File: src/hdl/ngga_pkg.sv
// Shared types and constants for the GGA sentence parser.
`timescale 1ns / 1ps
`default_nettype none
package ngga_pkg;

  localparam int unsigned FracW = 20;

  // One token from the byte front end to the field back end.
  typedef struct packed {
    logic             last;     // line end: finish field, then close record
    logic             emit;     // line holds enough fields for a record
    logic [3:0]       fnum;
    logic [31:0]      int_acc;
    logic [FracW-1:0] frac;
    logic [2:0]       fcnt;
    logic             neg;
    logic [3:0]       hemi;     // lat valid, lat neg, lon valid, lon neg
  } tok_t;

  localparam logic [3:0] FldTime = 4'd1;
  localparam logic [3:0] FldLat  = 4'd2;
  localparam logic [3:0] FldNs   = 4'd3;
  localparam logic [3:0] FldLon  = 4'd4;
  localparam logic [3:0] FldEw   = 4'd5;
  localparam logic [3:0] FldFix  = 4'd6;
  localparam logic [3:0] FldSats = 4'd7;
  localparam logic [3:0] FldHdop = 4'd8;
  localparam logic [3:0] FldAlt  = 4'd9;

  function automatic logic [FracW-1:0] pow10(input logic [2:0] e);
    logic [FracW-1:0] r;
    case (e)
      3'd0: r = 20'd1;
      3'd1: r = 20'd10;
      3'd2: r = 20'd100;
      3'd3: r = 20'd1000;
      3'd4: r = 20'd10000;
      3'd5: r = 20'd100000;
      3'd6: r = 20'd1000000;
      default: r = 20'd0;
    endcase
    return r;
  endfunction

  // Fraction digits kept per field; d is the minute fraction digit count.
  function automatic logic [2:0] kept_digits(input logic [3:0] f, input logic [2:0] d);
    logic [2:0] r;
    case (f)
      FldTime: r = 3'd3;
      FldLat:  r = d;
      FldLon:  r = d;
      FldHdop: r = 3'd2;
      FldAlt:  r = 3'd1;
      default: r = 3'd0;
    endcase
    return r;
  endfunction

endpackage
`default_nettype wire

File: src/hdl/ngga_front.sv
// Byte front end: line framing, header match, field split and digit accumulation.
`timescale 1ns / 1ps
`default_nettype none
module ngga_front import ngga_pkg::*; #(
  parameter int LINE_MAX = 128,
  parameter int MINUTE_FRACTION_DIGITS = 5
) (
  input  wire logic       clk_i,
  input  wire logic       rst_ni,
  input  wire logic       take_i,
  input  wire logic [7:0] byte_i,
  output logic            push_o,
  output tok_t            tok_o
);

  localparam int LenW = $clog2(LINE_MAX);
  localparam logic [LenW-1:0] LenLim = LenW'(LINE_MAX - 1);
  localparam logic [2:0] MinD = 3'(MINUTE_FRACTION_DIGITS);
  localparam logic [2:0] HdrDone = 3'd6;
  localparam logic [2:0] HdrFail = 3'd7;

  typedef enum logic [1:0] {PH_START, PH_INT, PH_FRAC, PH_STOP} phase_e;

  logic [LenW-1:0] len_q, len_d;
  logic [2:0]  hdr_q, hdr_d;
  logic [3:0]  fnum_q, fnum_d;
  logic [31:0] int_q, int_d;
  logic [FracW-1:0] frac_q, frac_d;
  logic [2:0]  fcnt_q, fcnt_d;
  phase_e      phase_q, phase_d;
  logic        neg_q, neg_d;
  logic [3:0]  hemi_q, hemi_d;

  logic        is_eol, is_digit, hdr_ok;
  logic [35:0] int_wide;
  logic [3:0]  dig;
  logic [1:0]  hbits;

  function automatic logic hdr_byte(input logic [2:0] p, input logic [7:0] c);
    logic r;
    case (p)
      3'd0: r = (c == "$");
      3'd1: r = (c == "G");
      3'd2: r = (c == "N") || (c == "P");
      3'd3: r = (c == "G");
      3'd4: r = (c == "G");
      3'd5: r = (c == "A");
      default: r = 1'b0;
    endcase
    return r;
  endfunction

  always_comb begin
    len_d = len_q; hdr_d = hdr_q; fnum_d = fnum_q; int_d = int_q; frac_d = frac_q;
    fcnt_d = fcnt_q; phase_d = phase_q; neg_d = neg_q; hemi_d = hemi_q;
    push_o = 1'b0;
    is_eol = (byte_i == 8'h0d) || (byte_i == 8'h0a);
    is_digit = (byte_i >= "0") && (byte_i <= "9");
    dig = byte_i[3:0];
    int_wide = {4'd0, int_q} * 36'd10 + {32'd0, dig};
    hdr_ok = hdr_byte(3'(len_q), byte_i);
    hbits = 2'b00;
    if ((byte_i == "N") || (byte_i == "E")) hbits = 2'b01;
    else if ((byte_i == "S") || (byte_i == "W")) hbits = 2'b11;
    tok_o.last = is_eol;
    tok_o.emit = (fnum_q >= FldAlt);
    tok_o.fnum = fnum_q;
    tok_o.int_acc = int_q;
    tok_o.frac = frac_q;
    tok_o.fcnt = fcnt_q;
    tok_o.neg = neg_q;
    tok_o.hemi = hemi_q;
    if (take_i) begin
      if (is_eol) begin
        if (len_q != '0) begin
          push_o = (hdr_q == HdrDone);
          len_d = '0; hdr_d = '0; fnum_d = '0; hemi_d = '0;
          int_d = '0; frac_d = '0; fcnt_d = '0; phase_d = PH_START; neg_d = 1'b0;
        end
      end else if (len_q < LenLim) begin
        len_d = len_q + 1'b1;
        if (len_q < LenW'(6)) begin
          if (hdr_q == 3'(len_q)) hdr_d = hdr_ok ? 3'(len_q) + 3'd1 : HdrFail;
        end else if (hdr_q == HdrDone) begin
          if (byte_i == ",") begin
            // Forward only fields that carry a result.
            push_o = (fnum_q == FldTime) || (fnum_q == FldLat) || (fnum_q == FldLon) ||
                     (fnum_q == FldFix) || (fnum_q == FldSats) || (fnum_q == FldHdop) ||
                     (fnum_q == FldAlt);
            if (fnum_q != 4'd15) fnum_d = fnum_q + 4'd1;
            int_d = '0; frac_d = '0; fcnt_d = '0; phase_d = PH_START; neg_d = 1'b0;
          end else if ((fnum_q == FldNs) || (fnum_q == FldEw)) begin
            if (phase_q == PH_START) begin
              if (fnum_q == FldNs) hemi_d[1:0] = hbits;
              else hemi_d[3:2] = hbits;
              phase_d = PH_STOP;
            end
          end else if (phase_q != PH_STOP) begin
            if (is_digit) begin
              if (phase_q == PH_FRAC) begin
                if (fcnt_q < kept_digits(fnum_q, MinD)) begin
                  frac_d = FracW'(frac_q * FracW'(10)) + FracW'(dig);
                  fcnt_d = fcnt_q + 3'd1;
                end
              end else begin
                int_d = (int_wide[35:32] != 4'd0) ? 32'hffff_ffff : int_wide[31:0];
                phase_d = PH_INT;
              end
            end else if ((phase_q == PH_START) && ((byte_i == "-") || (byte_i == "+"))) begin
              neg_d = (byte_i == "-");
              phase_d = PH_INT;
            end else if (((phase_q == PH_START) || (phase_q == PH_INT)) && (byte_i == ".")) begin
              phase_d = PH_FRAC;
            end else begin
              phase_d = PH_STOP;
            end
          end
        end
      end
    end
  end

  always_ff @(posedge clk_i or negedge rst_ni) begin
    if (!rst_ni) begin
      len_q <= '0; hdr_q <= '0; fnum_q <= '0; int_q <= '0; frac_q <= '0;
      fcnt_q <= '0; phase_q <= PH_START; neg_q <= 1'b0; hemi_q <= '0;
    end else begin
      len_q <= len_d; hdr_q <= hdr_d; fnum_q <= fnum_d; int_q <= int_d; frac_q <= frac_d;
      fcnt_q <= fcnt_d; phase_q <= phase_d; neg_q <= neg_d; hemi_q <= hemi_d;
    end
  end

endmodule
`default_nettype wire

File: src/hdl/ngga_fifo.sv
// Short token queue between front end and back end.
`timescale 1ns / 1ps
`default_nettype none
module ngga_fifo import ngga_pkg::*; (
  input  wire logic clk_i,
  input  wire logic rst_ni,
  input  wire logic push_i,
  input  tok_t      tok_i,
  output logic      full_o,
  input  wire logic pop_i,
  output logic      valid_o,
  output tok_t      tok_o
);

  localparam int Depth = 4;
  localparam int PtrW = $clog2(Depth);

  tok_t mem_q [Depth];
  logic [PtrW-1:0] wr_q, rd_q;
  logic [PtrW:0]   cnt_q;
  logic do_pop;

  assign full_o  = (cnt_q == (PtrW+1)'(Depth));
  assign valid_o = (cnt_q != '0);
  assign tok_o   = mem_q[rd_q];
  assign do_pop  = pop_i && valid_o;

  always_ff @(posedge clk_i) begin
    if (push_i) mem_q[wr_q] <= tok_i;
  end

  always_ff @(posedge clk_i or negedge rst_ni) begin
    if (!rst_ni) begin
      wr_q <= '0; rd_q <= '0; cnt_q <= '0;
    end else begin
      if (push_i) wr_q <= wr_q + 1'b1;
      if (do_pop) rd_q <= rd_q + 1'b1;
      cnt_q <= cnt_q + (PtrW+1)'(push_i) - (PtrW+1)'(do_pop);
    end
  end

endmodule
`default_nettype wire

File: src/hdl/ngga_back.sv
// Back end: field value pipeline, coordinate conversion and record register.
`timescale 1ns / 1ps
`default_nettype none
module ngga_back import ngga_pkg::*; #(
  parameter int MINUTE_FRACTION_DIGITS = 5
) (
  input  wire logic         clk_i,
  input  wire logic         rst_ni,
  input  wire logic         in_valid_i,
  input  tok_t              in_tok_i,
  output logic              pop_o,
  output logic              out_valid_o,
  input  wire logic         out_ready_i,
  output logic [17:0]       utc_hhmmss_o,
  output logic [9:0]        utc_millis_o,
  output logic signed [30:0] latitude_e7_o,
  output logic signed [31:0] longitude_e7_o,
  output logic [3:0]        fix_ind_o,
  output logic [6:0]        satellite_count_o,
  output logic [16:0]       hdop_centi_o,
  output logic signed [20:0] altitude_dm_o
);

  localparam logic [2:0] MinD = 3'(MINUTE_FRACTION_DIGITS);
  localparam logic [19:0] PowD = pow10(MinD);
  localparam logic [19:0] Pow7D = pow10(3'd7 - MinD);
  localparam logic [30:0] M25 = 31'd1374389534;   // floor(2^35 / 25)
  localparam logic [30:0] M60 = 31'd1145324612;   // floor(2^36 / 60)
  localparam logic [50:0] LatLim = 51'd900000000;
  localparam logic [50:0] LonLim = 51'd1800000000;

  logic en;
  assign en = !(out_valid_o && !out_ready_i);
  assign pop_o = en;

  // stage 1: reciprocal product for /100, padded fraction
  logic v1_q; tok_t t1_q; logic [60:0] p1_q; logic [19:0] pad1_q;
  logic [2:0] k1, n1;
  // stage 2
  logic v2_q; tok_t t2_q; logic [19:0] pad2_q; logic [25:0] q2_q; logic [7:0] r2_q;
  // stage 3
  logic v3_q; tok_t t3_q; logic [19:0] pad3_q; logic [26:0] mins3_q; logic [49:0] dege3_q;
  logic [25:0] deg3; logic [6:0] mod3;
  // stage 4
  logic v4_q; tok_t t4_q; logic [19:0] pad4_q; logic [49:0] dege4_q; logic [29:0] x4_q;
  // stage 5
  logic v5_q; tok_t t5_q; logic [19:0] pad5_q; logic [49:0] dege5_q; logic [29:0] x5_q;
  logic [60:0] p5_q;
  // stage 6
  logic v6_q; tok_t t6_q; logic [19:0] pad6_q; logic [49:0] dege6_q; logic [23:0] q6_q;
  logic [24:0] q60; logic [30:0] m60; logic [6:0] r60;

  always_comb begin
    k1 = kept_digits(in_tok_i.fnum, MinD);
    n1 = (in_tok_i.fcnt > k1) ? k1 : in_tok_i.fcnt;
    deg3 = (r2_q >= 8'd100) ? q2_q + 26'd1 : q2_q;
    mod3 = (r2_q >= 8'd100) ? 7'(r2_q - 8'd100) : r2_q[6:0];
    q60 = p5_q[60:36];
    m60 = 31'(q60) * 31'd60;
    r60 = 7'(31'(x5_q) - m60);
  end

  always_ff @(posedge clk_i) begin
    if (en) begin
      t1_q <= in_tok_i;
      p1_q <= 61'(in_tok_i.int_acc[31:2]) * 61'(M25);
      pad1_q <= 20'(in_tok_i.frac * pow10(k1 - n1));
      t2_q <= t1_q; pad2_q <= pad1_q;
      q2_q <= p1_q[60:35];
      r2_q <= 8'(t1_q.int_acc - 32'(33'(p1_q[60:35]) * 33'd100));
      t3_q <= t2_q; pad3_q <= pad2_q;
      mins3_q <= 27'(mod3) * 27'(PowD) + 27'(pad2_q);
      dege3_q <= 50'(deg3) * 50'd10000000;
      t4_q <= t3_q; pad4_q <= pad3_q; dege4_q <= dege3_q;
      x4_q <= 30'(57'(mins3_q) * 57'(Pow7D) + 57'd30);
      t5_q <= t4_q; pad5_q <= pad4_q; dege5_q <= dege4_q; x5_q <= x4_q;
      p5_q <= 61'(x4_q) * 61'(M60);
      t6_q <= t5_q; pad6_q <= pad5_q; dege6_q <= dege5_q;
      q6_q <= (r60 >= 7'd60) ? 24'(q60 + 25'd1) : 24'(q60);
    end
  end

  // stage 7: field results and record
  logic [17:0] tim_q, tim_d; logic [9:0] ms_q, ms_d;
  logic [31:0] lat_q, lat_d, lon_q, lon_d;
  logic [3:0] fix_q, fix_d; logic [6:0] sat_q, sat_d;
  logic [16:0] hd_q, hd_d; logic [20:0] alt_q, alt_d;
  logic [31:0] ip; logic [50:0] mag, magc; logic [31:0] cval;
  logic [20:0] altv; logic [16:0] hdv; logic [31:0] lat_s, lon_s;
  logic load;

  always_comb begin
    tim_d = tim_q; ms_d = ms_q; lat_d = lat_q; lon_d = lon_q;
    fix_d = fix_q; sat_d = sat_q; hd_d = hd_q; alt_d = alt_q;
    ip = t6_q.neg ? 32'd0 : t6_q.int_acc;
    mag = 51'(dege6_q) + 51'(q6_q);
    magc = mag;
    if ((t6_q.fnum == FldLat) && (mag > LatLim)) magc = LatLim;
    if ((t6_q.fnum == FldLon) && (mag > LonLim)) magc = LonLim;
    cval = t6_q.neg ? 32'd0 - magc[31:0] : magc[31:0];
    // A minus sign drops the fraction as well as the integer part.
    hdv = (ip >= 32'd1000) ? 17'd99999 :
          17'(ip[9:0]) * 17'd100 + 17'(t6_q.neg ? 20'd0 : pad6_q);
    if (t6_q.int_acc > 32'd100000) altv = t6_q.neg ? 21'd0 - 21'd100000 : 21'd1000000;
    else begin
      altv = 21'(t6_q.int_acc[16:0]) * 21'd10 + 21'(pad6_q);
      if (t6_q.neg) altv = 21'd0 - ((altv > 21'd100000) ? 21'd100000 : altv);
      else if (altv > 21'd1000000) altv = 21'd1000000;
    end
    if (v6_q) begin
      case (t6_q.fnum)
        FldTime: begin
          tim_d = (ip > 32'd235960) ? 18'd235960 : ip[17:0];
          ms_d = t6_q.neg ? 10'd0 : pad6_q[9:0];
        end
        FldLat:  lat_d = cval;
        FldLon:  lon_d = cval;
        FldFix:  fix_d = (ip > 32'd9) ? 4'd9 : ip[3:0];
        FldSats: sat_d = (ip > 32'd99) ? 7'd99 : ip[6:0];
        FldHdop: hd_d = hdv;
        FldAlt:  alt_d = altv;
        default: ;
      endcase
    end
    lat_s = t6_q.hemi[0] ? (t6_q.hemi[1] ? 32'd0 - lat_d : lat_d) : 32'd0;
    lon_s = t6_q.hemi[2] ? (t6_q.hemi[3] ? 32'd0 - lon_d : lon_d) : 32'd0;
    load = v6_q && t6_q.last && t6_q.emit;
  end

  always_ff @(posedge clk_i) begin
    if (en && load) begin
      utc_hhmmss_o <= tim_d; utc_millis_o <= ms_d;
      latitude_e7_o <= lat_s[30:0]; longitude_e7_o <= lon_s;
      fix_ind_o <= fix_d; satellite_count_o <= sat_d;
      hdop_centi_o <= hd_d; altitude_dm_o <= alt_d;
    end
  end

  always_ff @(posedge clk_i or negedge rst_ni) begin
    if (!rst_ni) begin
      v1_q <= 1'b0; v2_q <= 1'b0; v3_q <= 1'b0; v4_q <= 1'b0; v5_q <= 1'b0; v6_q <= 1'b0;
      out_valid_o <= 1'b0;
      tim_q <= '0; ms_q <= '0; lat_q <= '0; lon_q <= '0;
      fix_q <= '0; sat_q <= '0; hd_q <= '0; alt_q <= '0;
    end else begin
      if (en) begin
        v1_q <= in_valid_i; v2_q <= v1_q; v3_q <= v2_q;
        v4_q <= v3_q; v5_q <= v4_q; v6_q <= v5_q;
        if (v6_q && t6_q.last) begin
          tim_q <= '0; ms_q <= '0; lat_q <= '0; lon_q <= '0;
          fix_q <= '0; sat_q <= '0; hd_q <= '0; alt_q <= '0;
        end else begin
          tim_q <= tim_d; ms_q <= ms_d; lat_q <= lat_d; lon_q <= lon_d;
          fix_q <= fix_d; sat_q <= sat_d; hd_q <= hd_d; alt_q <= alt_d;
        end
        out_valid_o <= load;
      end
    end
  end

endmodule
`default_nettype wire

File: src/hdl/nmea_gga_sentence_parser.sv
// Top level of the NMEA GGA sentence parser: front end, token queue, back end.
// Throughput: one byte per cycle; input stalls only while the record register is
//   held by a stalled consumer and the four-entry token queue has filled.
// Path: after the CR or LF byte is taken, a record passes the queue write, six conversion
//   stages, then the record register; a stalled consumer holds the pipeline.
// Reset: rst_ni clears line state, queue pointers, pipeline valids and field results.
`timescale 1ns / 1ps
`default_nettype none
module nmea_gga_sentence_parser import ngga_pkg::*; #(
  parameter int LINE_MAX = 128,
  parameter int MINUTE_FRACTION_DIGITS = 5
) (
  input  wire logic         clk_i,
  input  wire logic         rst_ni,
  input  wire logic         s_axis_tvalid,
  output logic              s_axis_tready,
  input  wire logic [7:0]   s_axis_tdata,   // [7:0] rx_byte
  output logic              m_axis_tvalid,
  input  wire logic         m_axis_tready,
  // [17:0] utc_hhmmss, [27:18] utc_millis, [58:28] latitude_e7, [90:59] longitude_e7,
  // [94:91] fix indicator, [101:95] satellite_count, [118:102] hdop_centi,
  // [139:119] altitude_dm, [143:140] zero
  output logic [143:0]      m_axis_tdata
);

  logic take, push, full, qvalid, pop;
  tok_t ftok, qtok;
  logic [17:0] hhmmss; logic [9:0] millis;
  logic signed [30:0] lat; logic signed [31:0] lon;
  logic [3:0] fix; logic [6:0] sats; logic [16:0] hdop; logic signed [20:0] alt;

  // Accept a byte whenever the queue has room for the token it may produce.
  assign s_axis_tready = !full;
  assign take = s_axis_tvalid && s_axis_tready;

  ngga_front #(.LINE_MAX(LINE_MAX), .MINUTE_FRACTION_DIGITS(MINUTE_FRACTION_DIGITS)) u_front (
    .clk_i, .rst_ni, .take_i(take), .byte_i(s_axis_tdata), .push_o(push), .tok_o(ftok)
  );

  ngga_fifo u_fifo (
    .clk_i, .rst_ni, .push_i(push), .tok_i(ftok), .full_o(full),
    .pop_i(pop), .valid_o(qvalid), .tok_o(qtok)
  );

  ngga_back #(.MINUTE_FRACTION_DIGITS(MINUTE_FRACTION_DIGITS)) u_back (
    .clk_i, .rst_ni, .in_valid_i(qvalid), .in_tok_i(qtok), .pop_o(pop),
    .out_valid_o(m_axis_tvalid), .out_ready_i(m_axis_tready),
    .utc_hhmmss_o(hhmmss), .utc_millis_o(millis), .latitude_e7_o(lat),
    .longitude_e7_o(lon), .fix_ind_o(fix), .satellite_count_o(sats),
    .hdop_centi_o(hdop), .altitude_dm_o(alt)
  );

  // Pack the record, first field in the low bits.
  assign m_axis_tdata = {4'd0, alt, hdop, sats, fix, lon, lat, millis, hhmmss};

endmodule
`default_nettype wire

File: config.mk
export PLATFORM = sky130hd
export DESIGN_NAME = nmea_gga_sentence_parser
export DESIGN_NICKNAME = d
export VERILOG_FILES = /design/src/hdl/ngga_pkg.sv /design/src/hdl/ngga_front.sv /design/src/hdl/ngga_fifo.sv /design/src/hdl/ngga_back.sv /design/src/hdl/nmea_gga_sentence_parser.sv
export SDC_FILE = /design/constraint.sdc
export NUM_CORES = 2
export LEC_CHECK = 0
export ABC_AREA = 1
export BUFFER_PORTS_ARGS = -buffer_cell sky130_fd_sc_hd__buf_2
export CORE_ASPECT_RATIO = 1.2
export CORE_MARGIN = 5
export CORE_UTILIZATION = 50
export CTS_CLUSTER_DIAMETER = 200
export DETAILED_ROUTE_END_ITERATION = 10
export PLACE_DENSITY = 0.66
export REMOVE_ABC_BUFFERS = 1
export SLEW_MARGIN = 20
export SYNTH_ARGS = -nofsm -noshare
export SYNTH_HDL_FRONTEND = slang
export SYNTH_HIERARCHICAL = 1
export SYNTH_SLANG_ARGS = --single-unit
File: constraint.sdc
create_clock -name clk_i -period 66.1 [get_ports clk_i]
set_input_delay 9.915 -clock clk_i [delete_from_list [all_inputs] [get_ports clk_i]]
set_output_delay 9.915 -clock clk_i [all_outputs]
set_load 0.1 [all_outputs]
==> run metrics <==
worst-path maximum fanout 25; Post-Layout Inst Area 0.114 mm²; fin crit share 20.0%; final clock skew 0.0537 ns; share of cells above drive strength 1 6.26%; Worst Path Class, Setup input port to register; Die Area 0.221 mm²; routed vias/inst 5.19; YS warnings 6; global-route wire length before repair 401000 µm; number of flops mapped to enable cells by yosys 1113; H-tree levels 4; CTS max path bufs 3; Post-Synthesis Cells 11087; hold path endpoint u_back/t5_q[1]$_DFFE_PN_; core footprint 0.211 mm²; ys flop type edfxtp_1; MaxCap Viol Count 0; 1st-pass router iterations 8; grt total ovfl 0; DRC 0; dpl cells 13932; GRT Total Usage 22.7%; Detail Route Antenna Nets 0; post-CTS setup buffer count 0; CTS clk-pin slew, worst paths 0.06 ns; FF-to-FF path depth 53; Non-Filler Instances 14187; gpl congestion 0.953; Avg Cell Area, Syn 9.56 µm²; die extent in x 430 µm; max-slew violation count 0; I/O pin count 158; launch point of the worst reg-to-reg path u_fifo/rd_q[0]$_DFFE_PN0P_; vias in the first global route 75265; initial antenna violation count 4; clk_lat worst skew 0.80 ns; RSZ-0062 raised after global routing no; Critical Path Source Type input port; flop2flop setup slack 54.20 ns; DR iter-0 viols 4176; worst min path class register to register; PostCTS Resize Cnt 0; dpl hpwl 204000 µm; Tmin final 13.24 ns; IO Port Bufs 153; Site Rows 185; Fin. Hold Viols 0; fmax 75.5 MHz; pin count of the biggest net entering global routing 178; Synth cell types 78; Slew headroom 29.8%; clk root buf clkbuf_16; critical hold path startpoint u_back/t4_q[1]$_DFFE_PN_; Hold-fix buffers, CTS 0; CTS tree yes; WHS Path Cells 0; CP Buf/Inv Count 5; drt wl/cell 17.7 µm; status complete, no violations; flip-flop and latch count after synthesis 1343; Final TNS setup 0 ns; most repeated library cell on the critical path nand2_1; filler cell count 18627; Critical Path End Type register; final setup fails 0; Placed Area 0.110 mm²; area grow syn2layout 7.95%; commonest non-fill, non-tap cell in the layout inv_1; clk sinks 1343; worst endpoint required time 66.83 ns; TritonCTS Buffers 138; Die Y 514 µm; Multi-input gate area 0.0573 mm²; most frequent cells in the layout 2241 x inv_1, 2034 x nand2_1, 1290 x ha_1; critical path cell sequence buf_2 -> nand2_1 -> inv_1 -> nand2_1 -> inv_1 -> o21ai_1 -> inv_2 -> nand3_1 -> nand2_1 -> nor2_2 -> nand2_1 -> nor2_1 -> nand2_1 -> nor2_4 -> inv_2 -> a21oi_1 -> o21ai_1 -> nand2_1; RR Endpoint u_back/pad1_q[19]$_DFFE_PN_; crit path DAT 13.97 ns; register area share after synthesis 37.0%; vias 73628; Seq. cell area 0.0392 mm²; CP max stage cell o21ai_1; Worst path depth 18; starting density of the core 50.1%; worst slew pin tran 1.05 ns; delay-heaviest family, CP simple AND/OR/NAND/NOR gates; Routed WL 252000 µm; Async S/R FF share, synth 17.1%; Mapped Area 0.106 mm²; Worst path max stage delay 0.75 ns; fin nets 13323
## state kept, by name, indices dropped and copies added (netlist names), 27 cells and up
| register | count |
|---|---|
| u_back/dege5_q | 43 |
| u_back/lat_q | 31 |
| u_back/t3_q | 43 |
| u_back/t2_q | 43 |
| u_fifo/mem_q | 264 |
| u_back/dege3_q | 43 |
| u_back/t6_q | 43 |
| u_back/dege4_q | 43 |
| u_back/t1_q | 43 |
| u_back/longitude_e7_o | 32 |
| u_back/lon_q | 32 |
| u_front/int_q | 32 |
| u_back/t5_q | 43 |
| u_back/t4_q | 43 |
| u_back/p5_q | 27 |
| u_back/x4_q | 28 |
| u_back/dege6_q | 43 |
| u_back/latitude_e7_o | 31 |
## worst max path at each step
stage	startpoint	end	slack, ns
2_1_floorplan	m_axis_tready	u_back/alt_q[6]$_DFFE_PN0N_	39.96
3_3_place_gp	s_axis_tdata[2]	u_front/frac_q[12]$_DFFE_PN0P_	52.16
3_5_place_dp	s_axis_tdata[2]	u_front/frac_q[12]$_DFFE_PN0P_	52.09
4_1_cts	s_axis_tdata[2]	u_front/frac_q[12]$_DFFE_PN0P_	52.93
5_1_grt	s_axis_tdata[2]	u_front/frac_q[15]$_DFFE_PN0P_	52.49
6_report	s_axis_tdata[2]	u_front/frac_q[12]$_DFFE_PN0P_	52.86
## cell type report
cell class,count,share of cell area [%]
diodes,2,0.00437
clock buffers,167,3.16
clock inverters,86,0.867
inverters,2291,7.53
multi-input cells,7289,50.1
flip-flops and latches,1343,34.2
well taps,2805,3.07
repair buffers,204,1.04
## cells in the mapped netlist, types with 7 or more instances
cell type | instances | area, µm²
a211oi_1 | 7 | 52.6
a21boi_0 | 15 | 113
a21o_1 | 19 | 143
a21oi_1 | 414 | 2070
a22o_1 | 12 | 105
a31oi_1 | 31 | 194
and2_1 | 10 | 62.6
buf_1 | 19 | 71.3
buf_2 | 25 | 125
buf_4 | 12 | 90.1
buf_6 | 21 | 236
clkbuf_1 | 81 | 304
clkinv_1 | 10 | 37.5
dfrtp_1 | 230 | 5760
edfxtp_1 | 1113 | 33400
fa_1 | 754 | 15100
ha_1 | 1290 | 16100
inv_1 | 2245 | 8430
inv_2 | 35 | 131
nand2_1 | 2035 | 7640
nand2_2 | 66 | 413
nand2_4 | 9 | 101
nand3_1 | 401 | 2010
nand3_2 | 56 | 561
nand3b_1 | 23 | 173
nand4_1 | 98 | 613
nor2_1 | 730 | 2740
nor2_2 | 46 | 288
nor2_4 | 13 | 146
nor3_1 | 108 | 541
nor4_1 | 13 | 81.3
o211ai_1 | 19 | 143
o21a_1 | 22 | 165
o21ai_0 | 400 | 2000
o21ai_1 | 84 | 420
o21ai_2 | 19 | 166
o21bai_1 | 25 | 188
o22ai_1 | 67 | 419
o31ai_1 | 18 | 135
or2_2 | 13 | 81.3
xnor2_1 | 121 | 1060
xor2_1 | 269 | 2360
## per-stage QoR
step	util (%)	setup WS, ns	hold WS, ns
floorplan	-	39.96	0.400
global placement	51.9	52.16	0.400
detailed placement	51.9	52.09	0.405
CTS	54.1	52.93	0.398
global route	54.1	52.49	0.408
finish	54.1	52.86	0.399
## cell families (layout without fill, tap and decap cells)
kind of cell             after synthesis  after routing  share of synthesized area, %
buffers and inverters               2458           2748                          9.02
AO/OA/AOI/OAI                       1194           1194                          6.36
adder cells (fa/ha/maj)             2044           2044                          29.5
AND/OR/NAND/NOR                     3655           3655                          14.9
flip-flops                          1343           1343                          37.0
other                                  1              6                       0.00354
multiplexers                           1              1                        0.0106
XOR/XNOR                             391            391                          3.24
## metal layers
metal / share of wire, % / global-route usage, % / vias up / wire length [µm]
met2: 51 / 40.8 / 1486 / 128000
met3: 3.5 / 2.55 / 390 / 8850
met5: 0 / 0 / - / 0
li1: - / - / 36229 / -
met4: 3.8 / 8.35 / 0 / 9670
met1: 42 / 28.3 / 35523 / 105000
Power is left out: the tool's default activity adds up to more than one toggle a clock period on the data nets, which glitch-free logic cannot reach.
